===== config.mk =====
export PLATFORM = sky130hd
export DESIGN_NAME = stream_reorder_receiver
export DESIGN_NICKNAME = d
export VERILOG_FILES = /design/src/rtl/core/srr_pkg.sv /design/src/rtl/core/srr_ram.sv /design/src/rtl/core/srr_cfg.sv /design/src/rtl/core/stream_reorder_receiver.sv
export SDC_FILE = /design/constraint.sdc
export NUM_CORES = 2
export LEC_CHECK = 0
export BUFFER_PORTS_ARGS = -buffer_cell sky130_fd_sc_hd__buf_2
export CAP_MARGIN = 20
export CORE_ASPECT_RATIO = 0.6
export CORE_MARGIN = 3
export CORE_UTILIZATION = 35
export DETAILED_ROUTE_END_ITERATION = 8
export SLEW_MARGIN = 20
export SYNTH_ARGS = -nofsm -noshare
export SYNTH_HDL_FRONTEND = slang
export SYNTH_SLANG_ARGS = --single-unit

===== constraint.sdc =====
create_clock -name clk -period 27.7 [get_ports clk]
set_input_delay 5.54 -clock clk [delete_from_list [all_inputs] [get_ports clk]]
set_output_delay 5.54 -clock clk [all_outputs]
set_load 0.01 [all_outputs]

===== src/rtl/core/srr_pkg.sv =====
`timescale 1ns / 1ps
package srr_pkg;

  localparam int ADDR_W = 5;
  localparam logic [11:0] MAX_PAYLOAD = 12'd2048;

  localparam logic [2:0] REG_WINDOW  = 3'd0;
  localparam logic [2:0] REG_RESEND  = 3'd1;
  localparam logic [2:0] REG_RECEIVE = 3'd2;
  localparam logic [2:0] REG_MAGIC   = 3'd3;
  localparam logic [2:0] REG_FLAG    = 3'd4;
  localparam logic [2:0] REG_MINLEN  = 3'd5;

  localparam logic [1:0] CMD_PACKET = 2'd0;
  localparam logic [1:0] CMD_READ   = 2'd1;
  localparam logic [1:0] CMD_TICK   = 2'd2;
  localparam logic [1:0] CMD_RESET  = 2'd3;

  typedef enum logic [1:0] {
    KIND_DELIVER = 2'd0,
    KIND_ACK     = 2'd1,
    KIND_RESEND  = 2'd2,
    KIND_DONE    = 2'd3
  } kind_t;

  typedef enum logic [3:0] {
    S_IDLE,
    S_CMD,
    S_DEL,
    S_ACK,
    S_CHKCRED,
    S_DONE,
    S_RESEND,
    S_STALE,
    S_DRAIN_START,
    S_PARK_START,
    S_SCAN,
    S_FINISH
  } state_t;

  typedef struct packed {
    logic [31:0] window_size;
    logic [15:0] resend_timeout;
    logic [15:0] receive_timeout;
    logic [15:0] protocol_magic;
    logic [7:0]  data_flag_code;
    logic [11:0] min_frame_bytes;
  } cfg_t;

  typedef struct packed {
    logic [31:0] seq;
    logic [11:0] len;
    logic [7:0]  handle;
    logic [11:0] offset;
  } slot_t;

  typedef struct packed {
    kind_t       kind;
    logic [31:0] value;
    logic [7:0]  handle;
    logic [11:0] offset;
    logic [11:0] length;
  } res_t;

endpackage


===== src/rtl/core/srr_ram.sv =====
`timescale 1ns / 1ps
module srr_ram #(
  parameter int WIDTH = 64,
  parameter int DEPTH = 16,
  parameter int AW = (DEPTH > 1) ? $clog2(DEPTH) : 1
) (
  input  logic             clk,
  input  logic             we,
  input  logic [AW-1:0]    waddr,
  input  logic [WIDTH-1:0] wdata,
  input  logic [AW-1:0]    raddr,
  output logic [WIDTH-1:0] rdata
);
  logic [WIDTH-1:0] mem [DEPTH];

  always_ff @(posedge clk) begin
    if (we) begin
      mem[waddr] <= wdata;
    end
    rdata <= mem[raddr];
  end
endmodule


===== src/rtl/core/srr_cfg.sv =====
`timescale 1ns / 1ps
module srr_cfg (
  input  logic                      clk,
  input  logic                      rst,
  input  logic                      psel,
  input  logic                      penable,
  input  logic                      pwrite,
  input  logic [srr_pkg::ADDR_W-1:0] paddr,
  input  logic [31:0]               pwdata,
  output logic [31:0]               prdata,
  output logic                      pready,
  output srr_pkg::cfg_t             cfg
);
  import srr_pkg::*;

  logic [2:0] idx;
  logic       wr;

  assign idx    = paddr[4:2];
  assign pready = 1'b1;
  assign wr     = psel && penable && pwrite && pready;

  always_ff @(posedge clk) begin
    if (rst) begin
      cfg.window_size     <= 32'd65536;
      cfg.resend_timeout  <= 16'd100;
      cfg.receive_timeout <= 16'd1000;
      cfg.protocol_magic  <= 16'd0;
      cfg.data_flag_code  <= 8'd1;
      cfg.min_frame_bytes <= 12'd62;
    end else if (wr) begin
      case (idx)
        REG_WINDOW:  cfg.window_size     <= pwdata;
        REG_RESEND:  cfg.resend_timeout  <= pwdata[15:0];
        REG_RECEIVE: cfg.receive_timeout <= pwdata[15:0];
        REG_MAGIC:   cfg.protocol_magic  <= pwdata[15:0];
        REG_FLAG:    cfg.data_flag_code  <= pwdata[7:0];
        REG_MINLEN:  cfg.min_frame_bytes <= pwdata[11:0];
        default: ;
      endcase
    end
  end

  always_comb begin
    case (idx)
      REG_WINDOW:  prdata = cfg.window_size;
      REG_RESEND:  prdata = {16'd0, cfg.resend_timeout};
      REG_RECEIVE: prdata = {16'd0, cfg.receive_timeout};
      REG_MAGIC:   prdata = {16'd0, cfg.protocol_magic};
      REG_FLAG:    prdata = {24'd0, cfg.data_flag_code};
      REG_MINLEN:  prdata = {20'd0, cfg.min_frame_bytes};
      default:     prdata = 32'd0;
    endcase
  end
endmodule


===== src/rtl/core/stream_reorder_receiver.sv =====
`timescale 1ns / 1ps
// Reorder receiver for a sequenced byte stream. Commands arrive on the input
// channel (in_valid/in_stall): packet descriptor, read request, tick, stream
// reset. Each item yields zero or more result items on the output channel
// (out_valid/out_stall), the last of them flagged by out_last. Payload bytes
// stay in external buffers and are named by handle and offset.
// One item is worked on at a time; in_stall is high from acceptance until its
// last result has been handed to the output register. With no read active a
// packet or tick is finished without a scan of the slot memory. With a read
// active, an item that does not end the read ends with a scan of the slot
// memory, one entry a cycle; a park that fits the window and each slot
// drained add a further scan.
// A stalled output holds its item; one further result waits in an internal
// register and the sequencer then waits, so nothing is lost.
// Synchronous reset clears the stream state, the read and all slot valid
// bits, and restores the configuration defaults; no clearing pass is needed.
module stream_reorder_receiver #(
  parameter int REORDER_SLOTS = 16
) (
  input  logic                      clk,
  input  logic                      rst,
  input  logic                      in_valid,
  output logic                      in_stall,
  input  logic [1:0]                command,
  input  logic [11:0]               frame_len,
  input  logic [15:0]               hdr_magic,
  input  logic [7:0]                hdr_flags,
  input  logic [31:0]               pkt_seq,
  input  logic [11:0]               payload_len,
  input  logic [7:0]                buf_handle,
  input  logic [19:0]               want_bytes,
  output logic                      out_valid,
  input  logic                      out_stall,
  output logic [1:0]                out_kind,
  output logic [31:0]               out_value,
  output logic [7:0]                out_handle,
  output logic [11:0]               out_offset,
  output logic [11:0]               out_length,
  output logic                      out_last,
  input  logic                      psel,
  input  logic                      penable,
  input  logic                      pwrite,
  input  logic [srr_pkg::ADDR_W-1:0] paddr,
  input  logic [31:0]               pwdata,
  output logic [31:0]               prdata,
  output logic                      pready
);
  import srr_pkg::*;

  localparam int IW = (REORDER_SLOTS > 1) ? $clog2(REORDER_SLOTS) : 1;
  localparam int CW = $clog2(REORDER_SLOTS + 1);
  localparam logic [IW-1:0] LAST_IDX = IW'(REORDER_SLOTS - 1);
  localparam logic [CW-1:0] SLOT_CNT = CW'(REORDER_SLOTS);

  cfg_t   cfg;
  state_t state, state_next;

  // Latched item.
  logic [1:0]  c_cmd;
  logic [11:0] c_frame_len;
  logic [15:0] c_magic;
  logic [7:0]  c_flags;
  logic [31:0] c_seq;
  logic [11:0] c_plen;
  logic [7:0]  c_handle;
  logic [19:0] c_want;

  // Stream state.
  logic [31:0] exp_seq;
  logic [19:0] credit;
  logic [19:0] bytes_rcvd;
  logic        active;
  logic [15:0] prog_age;
  logic [15:0] res_age;
  logic [REORDER_SLOTS-1:0] slot_vld;

  // Delivery and park operands.
  logic [7:0]    d_handle;
  logic [11:0]   d_off;
  logic [11:0]   d_len;
  logic          d_from_slot;
  logic [IW-1:0] d_idx;
  logic [31:0]   d_seq;
  logic [31:0]   p_seq;
  logic [11:0]   p_len;
  logic [7:0]    p_handle;
  logic [11:0]   p_off;
  logic          park_ahead;

  // Table scan.
  logic          scan_park;
  logic [CW-1:0] scan_cnt;
  logic          cmp_valid;
  logic [IW-1:0] cmp_idx;

  // Result path.
  logic pend_valid;
  res_t pend;
  res_t out_q;

  logic          ram_we;
  logic [IW-1:0] ram_waddr;
  slot_t         ram_wdata;
  slot_t         ram_rdata;

  logic [11:0] take;
  logic        pkt_ok;
  logic [15:0] prog_inc;
  logic [15:0] res_inc;
  logic        park_fits;
  logic [31:0] scan_key;
  logic        scan_hit;
  logic        scan_end;
  logic          free_found;
  logic [IW-1:0] free_idx;
  logic        out_free;
  logic        pend_room;
  logic        emit_req;
  res_t        emit_res;
  logic        emit_go;
  logic        step_ok;
  logic        fin_push;
  logic        out_push;
  state_t      park_done_state;

  srr_cfg u_cfg (
    .clk     (clk),
    .rst     (rst),
    .psel    (psel),
    .penable (penable),
    .pwrite  (pwrite),
    .paddr   (paddr),
    .pwdata  (pwdata),
    .prdata  (prdata),
    .pready  (pready),
    .cfg     (cfg)
  );

  srr_ram #(
    .WIDTH ($bits(slot_t)),
    .DEPTH (REORDER_SLOTS)
  ) u_slots (
    .clk   (clk),
    .we    (ram_we),
    .waddr (ram_waddr),
    .wdata (ram_wdata),
    .raddr (scan_cnt[IW-1:0]),
    .rdata (ram_rdata)
  );

  assign in_stall = (state != S_IDLE);

  assign take = (credit < {8'd0, d_len}) ? credit[11:0] : d_len;
  assign pkt_ok = (c_frame_len >= cfg.min_frame_bytes) && (c_magic == cfg.protocol_magic) &&
                  (c_flags == cfg.data_flag_code) && (c_plen <= MAX_PAYLOAD);
  assign prog_inc = (prog_age == 16'hFFFF) ? prog_age : prog_age + 16'd1;
  assign res_inc  = (res_age == 16'hFFFF) ? res_age : res_age + 16'd1;
  assign park_fits = (p_len != 12'd0) && (p_seq >= exp_seq) &&
                     ((p_seq - exp_seq) <= cfg.window_size);
  assign scan_key = scan_park ? p_seq : exp_seq;
  assign scan_hit = cmp_valid && slot_vld[cmp_idx] && (ram_rdata.seq == scan_key);
  assign scan_end = cmp_valid && (cmp_idx == LAST_IDX);
  assign park_done_state = park_ahead ? S_RESEND : S_CHKCRED;

  always_comb begin
    free_found = ~&slot_vld;
    free_idx   = '0;
    for (int i = REORDER_SLOTS - 1; i >= 0; i--) begin
      if (!slot_vld[i]) begin
        free_idx = IW'(i);
      end
    end
  end

  assign out_free  = !out_valid || !out_stall;
  assign pend_room = !pend_valid || out_free;

  // Result generated by the current state.
  always_comb begin
    emit_req = 1'b0;
    emit_res = '{kind: KIND_ACK, value: 32'd0, handle: 8'd0, offset: 12'd0, length: 12'd0};
    case (state)
      S_DEL: begin
        emit_req = (take != 12'd0);
        emit_res.kind   = KIND_DELIVER;
        emit_res.handle = d_handle;
        emit_res.offset = d_off;
        emit_res.length = take;
      end
      S_ACK: begin
        emit_req = 1'b1;
        emit_res.value = exp_seq + {20'd0, d_len};
      end
      S_DONE: begin
        emit_req = 1'b1;
        emit_res.kind  = KIND_DONE;
        emit_res.value = {12'd0, bytes_rcvd};
      end
      S_RESEND: begin
        emit_req = 1'b1;
        emit_res.kind  = KIND_RESEND;
        emit_res.value = exp_seq;
      end
      S_STALE: begin
        emit_req = 1'b1;
        emit_res.value = exp_seq;
      end
      default: ;
    endcase
  end

  assign emit_go  = emit_req && pend_room;
  assign step_ok  = !emit_req || pend_room;
  assign fin_push = (state == S_FINISH) && pend_valid && out_free;
  assign out_push = (emit_go && pend_valid) || fin_push;

  always_comb begin
    state_next = state;
    case (state)
      S_IDLE: if (in_valid) state_next = S_CMD;
      S_CMD: begin
        case (c_cmd)
          CMD_PACKET: begin
            if (!active) state_next = S_FINISH;
            else if (!pkt_ok) state_next = S_DRAIN_START;
            else if (c_seq == exp_seq) state_next = S_DEL;
            else if (c_seq > exp_seq) state_next = S_PARK_START;
            else state_next = S_STALE;
          end
          CMD_READ: state_next = (c_want == 20'd0) ? S_DONE : S_DRAIN_START;
          CMD_TICK: begin
            if (!active) state_next = S_FINISH;
            else if (prog_inc > cfg.receive_timeout) state_next = S_DONE;
            else if (res_inc > cfg.resend_timeout) state_next = S_RESEND;
            else state_next = S_DRAIN_START;
          end
          default: state_next = S_DRAIN_START;
        endcase
      end
      S_DEL: if (step_ok) state_next = S_ACK;
      S_ACK: begin
        if (step_ok) begin
          if (!d_from_slot && (take < d_len)) state_next = S_PARK_START;
          else state_next = S_CHKCRED;
        end
      end
      S_CHKCRED: state_next = (credit == 20'd0) ? S_DONE : S_DRAIN_START;
      S_DONE:    if (step_ok) state_next = S_DRAIN_START;
      S_RESEND:  if (step_ok) state_next = S_DRAIN_START;
      S_STALE:   if (step_ok) state_next = S_DRAIN_START;
      S_DRAIN_START: state_next = active ? S_SCAN : S_FINISH;
      S_PARK_START:  state_next = park_fits ? S_SCAN : park_done_state;
      S_SCAN: begin
        if (scan_hit) state_next = scan_park ? park_done_state : S_DEL;
        else if (scan_end) state_next = scan_park ? park_done_state : S_FINISH;
      end
      S_FINISH: if (!pend_valid || out_free) state_next = S_IDLE;
      default: state_next = S_IDLE;
    endcase
  end

  // Slot memory write: a partly drained slot, or a newly parked packet.
  always_comb begin
    ram_we    = 1'b0;
    ram_waddr = d_idx;
    ram_wdata = '{seq: d_seq + {20'd0, take}, len: d_len - take, handle: d_handle,
                  offset: d_off + take};
    if (state == S_ACK && step_ok && d_from_slot && (take < d_len)) begin
      ram_we = 1'b1;
    end else if (state == S_SCAN && scan_park && !scan_hit && scan_end && free_found) begin
      ram_we    = 1'b1;
      ram_waddr = free_idx;
      ram_wdata = '{seq: p_seq, len: p_len, handle: p_handle, offset: p_off};
    end
  end

  always_ff @(posedge clk) begin
    if (rst) begin
      state      <= S_IDLE;
      exp_seq    <= 32'd0;
      credit     <= 20'd0;
      bytes_rcvd <= 20'd0;
      active     <= 1'b0;
      prog_age   <= 16'd0;
      res_age    <= 16'd0;
      slot_vld   <= '0;
      pend_valid <= 1'b0;
      out_valid  <= 1'b0;
      cmp_valid  <= 1'b0;
      scan_cnt   <= '0;
    end else begin
      state <= state_next;

      out_valid <= out_push || (out_valid && out_stall);
      if (out_push) begin
        out_q     <= pend;
        out_last  <= fin_push;
      end
      if (emit_go) begin
        pend       <= emit_res;
        pend_valid <= 1'b1;
      end else if (fin_push) begin
        pend_valid <= 1'b0;
      end

      if (ram_we && state == S_SCAN) slot_vld[free_idx] <= 1'b1;

      case (state)
        S_IDLE: begin
          if (in_valid) begin
            c_cmd       <= command;
            c_frame_len <= frame_len;
            c_magic     <= hdr_magic;
            c_flags     <= hdr_flags;
            c_seq       <= pkt_seq;
            c_plen      <= payload_len;
            c_handle    <= buf_handle;
            c_want      <= want_bytes;
          end
        end
        S_CMD: begin
          case (c_cmd)
            CMD_PACKET: begin
              d_handle    <= c_handle;
              d_off       <= 12'd0;
              d_len       <= c_plen;
              d_from_slot <= 1'b0;
              p_seq       <= c_seq;
              p_len       <= c_plen;
              p_handle    <= c_handle;
              p_off       <= 12'd0;
              park_ahead  <= 1'b1;
            end
            CMD_READ: begin
              credit     <= c_want;
              bytes_rcvd <= 20'd0;
              prog_age   <= 16'd0;
              res_age    <= 16'hFFFF;
              active     <= 1'b1;
            end
            CMD_TICK: begin
              if (active) begin
                prog_age <= prog_inc;
                if (prog_inc <= cfg.receive_timeout) res_age <= res_inc;
              end
            end
            default: exp_seq <= 32'd0;
          endcase
        end
        S_ACK: begin
          if (step_ok) begin
            bytes_rcvd <= bytes_rcvd + {8'd0, take};
            credit     <= credit - {8'd0, take};
            exp_seq    <= exp_seq + {20'd0, take};
            prog_age   <= 16'd0;
            p_seq      <= exp_seq + {20'd0, take};
            p_len      <= d_len - take;
            p_handle   <= d_handle;
            p_off      <= take;
            park_ahead <= 1'b0;
            if (d_from_slot && (take == d_len)) slot_vld[d_idx] <= 1'b0;
          end
        end
        S_DONE:   if (step_ok) active <= 1'b0;
        S_RESEND: if (step_ok) res_age <= 16'd0;
        S_DRAIN_START: begin
          scan_park <= 1'b0;
          scan_cnt  <= '0;
          cmp_valid <= 1'b0;
        end
        S_PARK_START: begin
          scan_park <= 1'b1;
          scan_cnt  <= '0;
          cmp_valid <= 1'b0;
        end
        S_SCAN: begin
          if (scan_cnt < SLOT_CNT) begin
            scan_cnt  <= scan_cnt + CW'(1);
            cmp_valid <= 1'b1;
            cmp_idx   <= scan_cnt[IW-1:0];
          end else begin
            cmp_valid <= 1'b0;
          end
          if (scan_hit && !scan_park) begin
            d_seq       <= ram_rdata.seq;
            d_len       <= ram_rdata.len;
            d_handle    <= ram_rdata.handle;
            d_off       <= ram_rdata.offset;
            d_from_slot <= 1'b1;
            d_idx       <= cmp_idx;
          end
        end
        default: ;
      endcase
    end
  end

  assign out_kind   = out_q.kind;
  assign out_value  = out_q.value;
  assign out_handle = out_q.handle;
  assign out_offset = out_q.offset;
  assign out_length = out_q.length;
endmodule


==> flow_results.xml <==
<?xml version="1.0" encoding="UTF-8"?>
<metrics>
  <group name="synth">
    <metric name="yosysSeqAreaShare" unit="%">64.4</metric>
    <metric name="syn_avg_cell_area" unit="um^2">14.5</metric>
    <metric name="synth_cell_type_count" unit="">82</metric>
    <metric name="synth-warning-count" unit="">0</metric>
    <metric name="syn_area" unit="mm^2">0.0747</metric>
    <metric name="synth_edf_count" unit="">1406</metric>
    <metric name="async_flop_share" unit="%">0</metric>
    <metric name="ys.flop_type" unit="">sky130_fd_sc_hd__edfxtp_1</metric>
    <metric name="yosys_register_bits" unit="">1703</metric>
    <metric name="mappedNetlistNets" unit="">5558</metric>
    <metric name="synthCells" unit="">5159</metric>
  </group>
  <group name="die">
    <metric name="core-area" unit="mm^2">0.211</metric>
    <metric name="fp.dieW" unit="um">603</metric>
    <metric name="ios" unit="">256</metric>
    <metric name="initial_utilization" unit="%">35.5</metric>
    <metric name="std_cell_rows" unit="">130</metric>
    <metric name="fp.dieH" unit="um">364</metric>
    <metric name="dieArea" unit="mm^2">0.219</metric>
  </group>
  <group name="route">
    <metric name="route.detailed.wl_per_inst" unit="um">25.7</metric>
    <metric name="initialDrtViolationCount" unit="">5530</metric>
    <metric name="residual_drc" unit="">0</metric>
    <metric name="vias_per_std_cell" unit="">5.56</metric>
    <metric name="dr_total_vias" unit="">47000</metric>
    <metric name="final_antenna_net_count" unit="">0</metric>
    <metric name="drt-pass1-iter-count" unit="">6</metric>
    <metric name="finalWirelength" unit="um">217000</metric>
  </group>
  <group name="setup_path">
    <metric name="regToRegStartpoint" unit="">d_len[1]</metric>
    <metric name="crit_start" unit="">paddr[3]</metric>
    <metric name="timing.critical_path.from_type" unit="">input pin</metric>
    <metric name="worst_path_class_setup" unit="">in -&gt; out</metric>
    <metric name="cp.required" unit="ps">22160</metric>
    <metric name="r2r_cells" unit="">20</metric>
    <metric name="worstPathArrival" unit="ps">7340</metric>
    <metric name="worst_path_maximum_fanout" unit="">39</metric>
    <metric name="critical_path.endpoint_type" unit="">output port</metric>
  </group>
  <group name="placed_design">
    <metric name="setup_ws_pre_cts" unit="ps">14880</metric>
    <metric name="port_buffers" unit="">252</metric>
    <metric name="finalWeightedCongestion" unit="">0.900</metric>
    <metric name="dp_hpwl" unit="um">139000</metric>
  </group>
  <group name="final_layout">
    <metric name="most_common_cell_after_layout_fill_and_taps_aside" unit="">sky130_fd_sc_hd__edfxtp_1</metric>
    <metric name="drive_above_1_share" unit="%">19.1</metric>
    <metric name="final_core_utilization" unit="%">40.5</metric>
    <metric name="sequential_cell_area" unit="mm^2">0.0482</metric>
    <metric name="commonest_cells_after_routing_fill_and_taps_aside" unit="">1406 x sky130_fd_sc_hd__edfxtp_1, 459 x sky130_fd_sc_hd__nand2_1, 330 x sky130_fd_sc_hd__mux4_2</metric>
    <metric name="layout-area-overhead-vs-synth" unit="%">14.3</metric>
    <metric name="multi_input_area" unit="mm^2">0.0253</metric>
    <metric name="design.final.nets" unit="">5879</metric>
    <metric name="fillerInstances" unit="">19300</metric>
  </group>
  <group name="cts">
    <metric name="post_cts_resized" unit="">0</metric>
    <metric name="cts-htree-levels" unit="">4</metric>
    <metric name="clock_sink_count" unit="">1703</metric>
    <metric name="cts-buffers-inserted" unit="">170</metric>
    <metric name="postCtsSetupBuffers" unit="">0</metric>
    <metric name="cts_buffer_depth" unit="">4</metric>
    <metric name="clk_pin_slew_worst_paths" unit="ps">60</metric>
    <metric name="root_buffer" unit="">sky130_fd_sc_hd__clkbuf_16</metric>
    <metric name="ctsHoldBuffers" unit="">0</metric>
    <metric name="tritoncts_clock_tree" unit="">yes</metric>
    <metric name="clkLatencyLatePin" unit="ps">860</metric>
  </group>
  <group name="global_route">
    <metric name="maximum_number_of_pins_on_one_net_before_global_route_repair" unit="">135</metric>
    <metric name="track_usage" unit="%">19.3</metric>
    <metric name="antenna_found_initial" unit="">7</metric>
    <metric name="first_global_vias" unit="">45200</metric>
    <metric name="overflow_left_after_global_routing" unit="">0</metric>
    <metric name="first_pass_grt_wire_length" unit="um">315000</metric>
  </group>
  <group name="power_and_ir_drop">
    <metric name="static-leakage-power" unit="nW">28.2</metric>
    <metric name="worst_ir_drop_vdd" unit="mV">0.0719</metric>
    <metric name="pwr_density_cell" unit="mW/mm^2">89.7</metric>
  </group>
  <group name="sta">
    <metric name="timing_max_transition_violations_final" unit="">0</metric>
    <metric name="finalSetupViolations" unit="">0</metric>
    <metric name="final_hold_viol_count" unit="">0</metric>
    <metric name="achievable-frequency" unit="MHz">77.6</metric>
    <metric name="max_transition_margin" unit="%">24.9</metric>
    <metric name="post-route-period-util" unit="%">46.5</metric>
    <metric name="setup_slack" unit="ps">14820</metric>
    <metric name="timing.clock.skew" unit="ps">95.2</metric>
    <metric name="worst_pin_slew" unit="ps">1120</metric>
    <metric name="rsz0062_at_grt" unit="">no</metric>
    <metric name="final.setup.tns" unit="ps">0</metric>
    <metric name="final.min_clock_period" unit="ps">12880</metric>
  </group>
  <group name="status">
    <metric name="result_of_the_run" unit="">complete, no violations</metric>
  </group>
  <group name="hold_path">
    <metric name="worst_hold_stages" unit="">0</metric>
    <metric name="hold_path_startpoint" unit="">pend[42]</metric>
    <metric name="holdCritPathClass" unit="">reg -&gt; reg</metric>
  </group>
  <group name="flow_run">
    <metric name="cap_viol_max_count" unit="">0</metric>
  </group>
</metrics>
-- through the flow --
step	power, mW	hold slack, ps	area, um^2	instances
after floorplan	4.61	400	74700	5159
after global placement	5.28	407	79800	8144
after detailed placement	5.36	405	79900	8145
after CTS	7.67	420	85400	8448
after global routing	7.98	424	85400	8450
final	7.66	408	85400	8451
-- report_power, final --
part	total, mW	internal, mW	switching [mW]
Clock	2.30	1.30	0.999
Sequential	3.45	3.36	0.0921
Combinational	1.91	0.595	1.31
-- cell type report --
| class | count | area share (%) |
|---|---|---|
| timing repair buffer | 371 | 2.58 |
| clock inverter | 77 | 0.826 |
| inverter | 188 | 0.832 |
| sequential | 1703 | 56.4 |
| antenna | 2 | 0.00586 |
| clock buffer | 226 | 5.53 |
| multi-input combinational | 3046 | 29.6 |
| tap | 2838 | 4.16 |
-- Yosys cell counts, drive strengths merged, types with 44 or more instances --
cell	n	area (um^2)
a211oi	51	383
a21o	51	383
a21oi	310	1550
and2	61	382
buf	57	250
clkbuf	165	619
dfxtp	297	5950
edfxtp	1406	42200
ha	237	2970
inv	186	698
mux2	44	495
mux2i	77	783
mux4	332	7480
nand2	459	1720
nand3	90	450
nand4	72	450
nor2	303	1140
nor3	71	372
o21ai	202	1010
xnor2	144	1260
xor2	68	596
-- worst paths after layout --
path                         end  slack, ps
max reg2reg  u_slots.mem[10][37]      19850
min                out_value[10]        410
max                    prdata[0]      14820
min reg2reg        out_value[10]        410
-- flip-flops by register name, summed over array words and instances, names as in the netlist, 16 cells and up --
signal,cells
slot_vld,16
out_value,32
u_slots.mem,1024
c_magic,16
d_seq,32
u_slots.rdata,64
credit,20
p_seq,32
prog_age,16
res_age,16
u_cfg.cfg,100
bytes_rcvd,20
pend,66
c_want,20
exp_seq,32
c_seq,32
-- kinds of logic after synthesis --
| group | after synthesis | synth area share [%] |
|---|---|---|
| AO/OA/AOI/OAI | 880 | 7.19 |
| AND/OR/NAND/NOR | 1255 | 7.86 |
| adder cells (fa/ha/maj) | 245 | 4.18 |
| buffers and inverters | 410 | 2.11 |
| multiplexers | 453 | 11.7 |
| other | 1 | 0.00502 |
| XOR/XNOR | 212 | 2.48 |
| flip-flops | 1703 | 64.4 |
-- critical path, cell delays in order --
cell	delay (ps)
sky130_fd_sc_hd__buf_2	640
sky130_fd_sc_hd__nor2b_1	480
sky130_fd_sc_hd__nand2_1	100
sky130_fd_sc_hd__a21oi_1	160
sky130_fd_sc_hd__a31oi_1	50
sky130_fd_sc_hd__o21ai_0	160
sky130_fd_sc_hd__buf_2	190
-- per-layer routing --
metal	share of wire, %	GRT usage, %	up-vias
met3	9.8	4.17	288
li1	-	-	20500
met5	0.0060	0	-
met4	2.1	4.25	2
met2	43	28.2	2169
met1	45	29.2	24000
No activity file was read; power rests on OpenSTA's default activity.
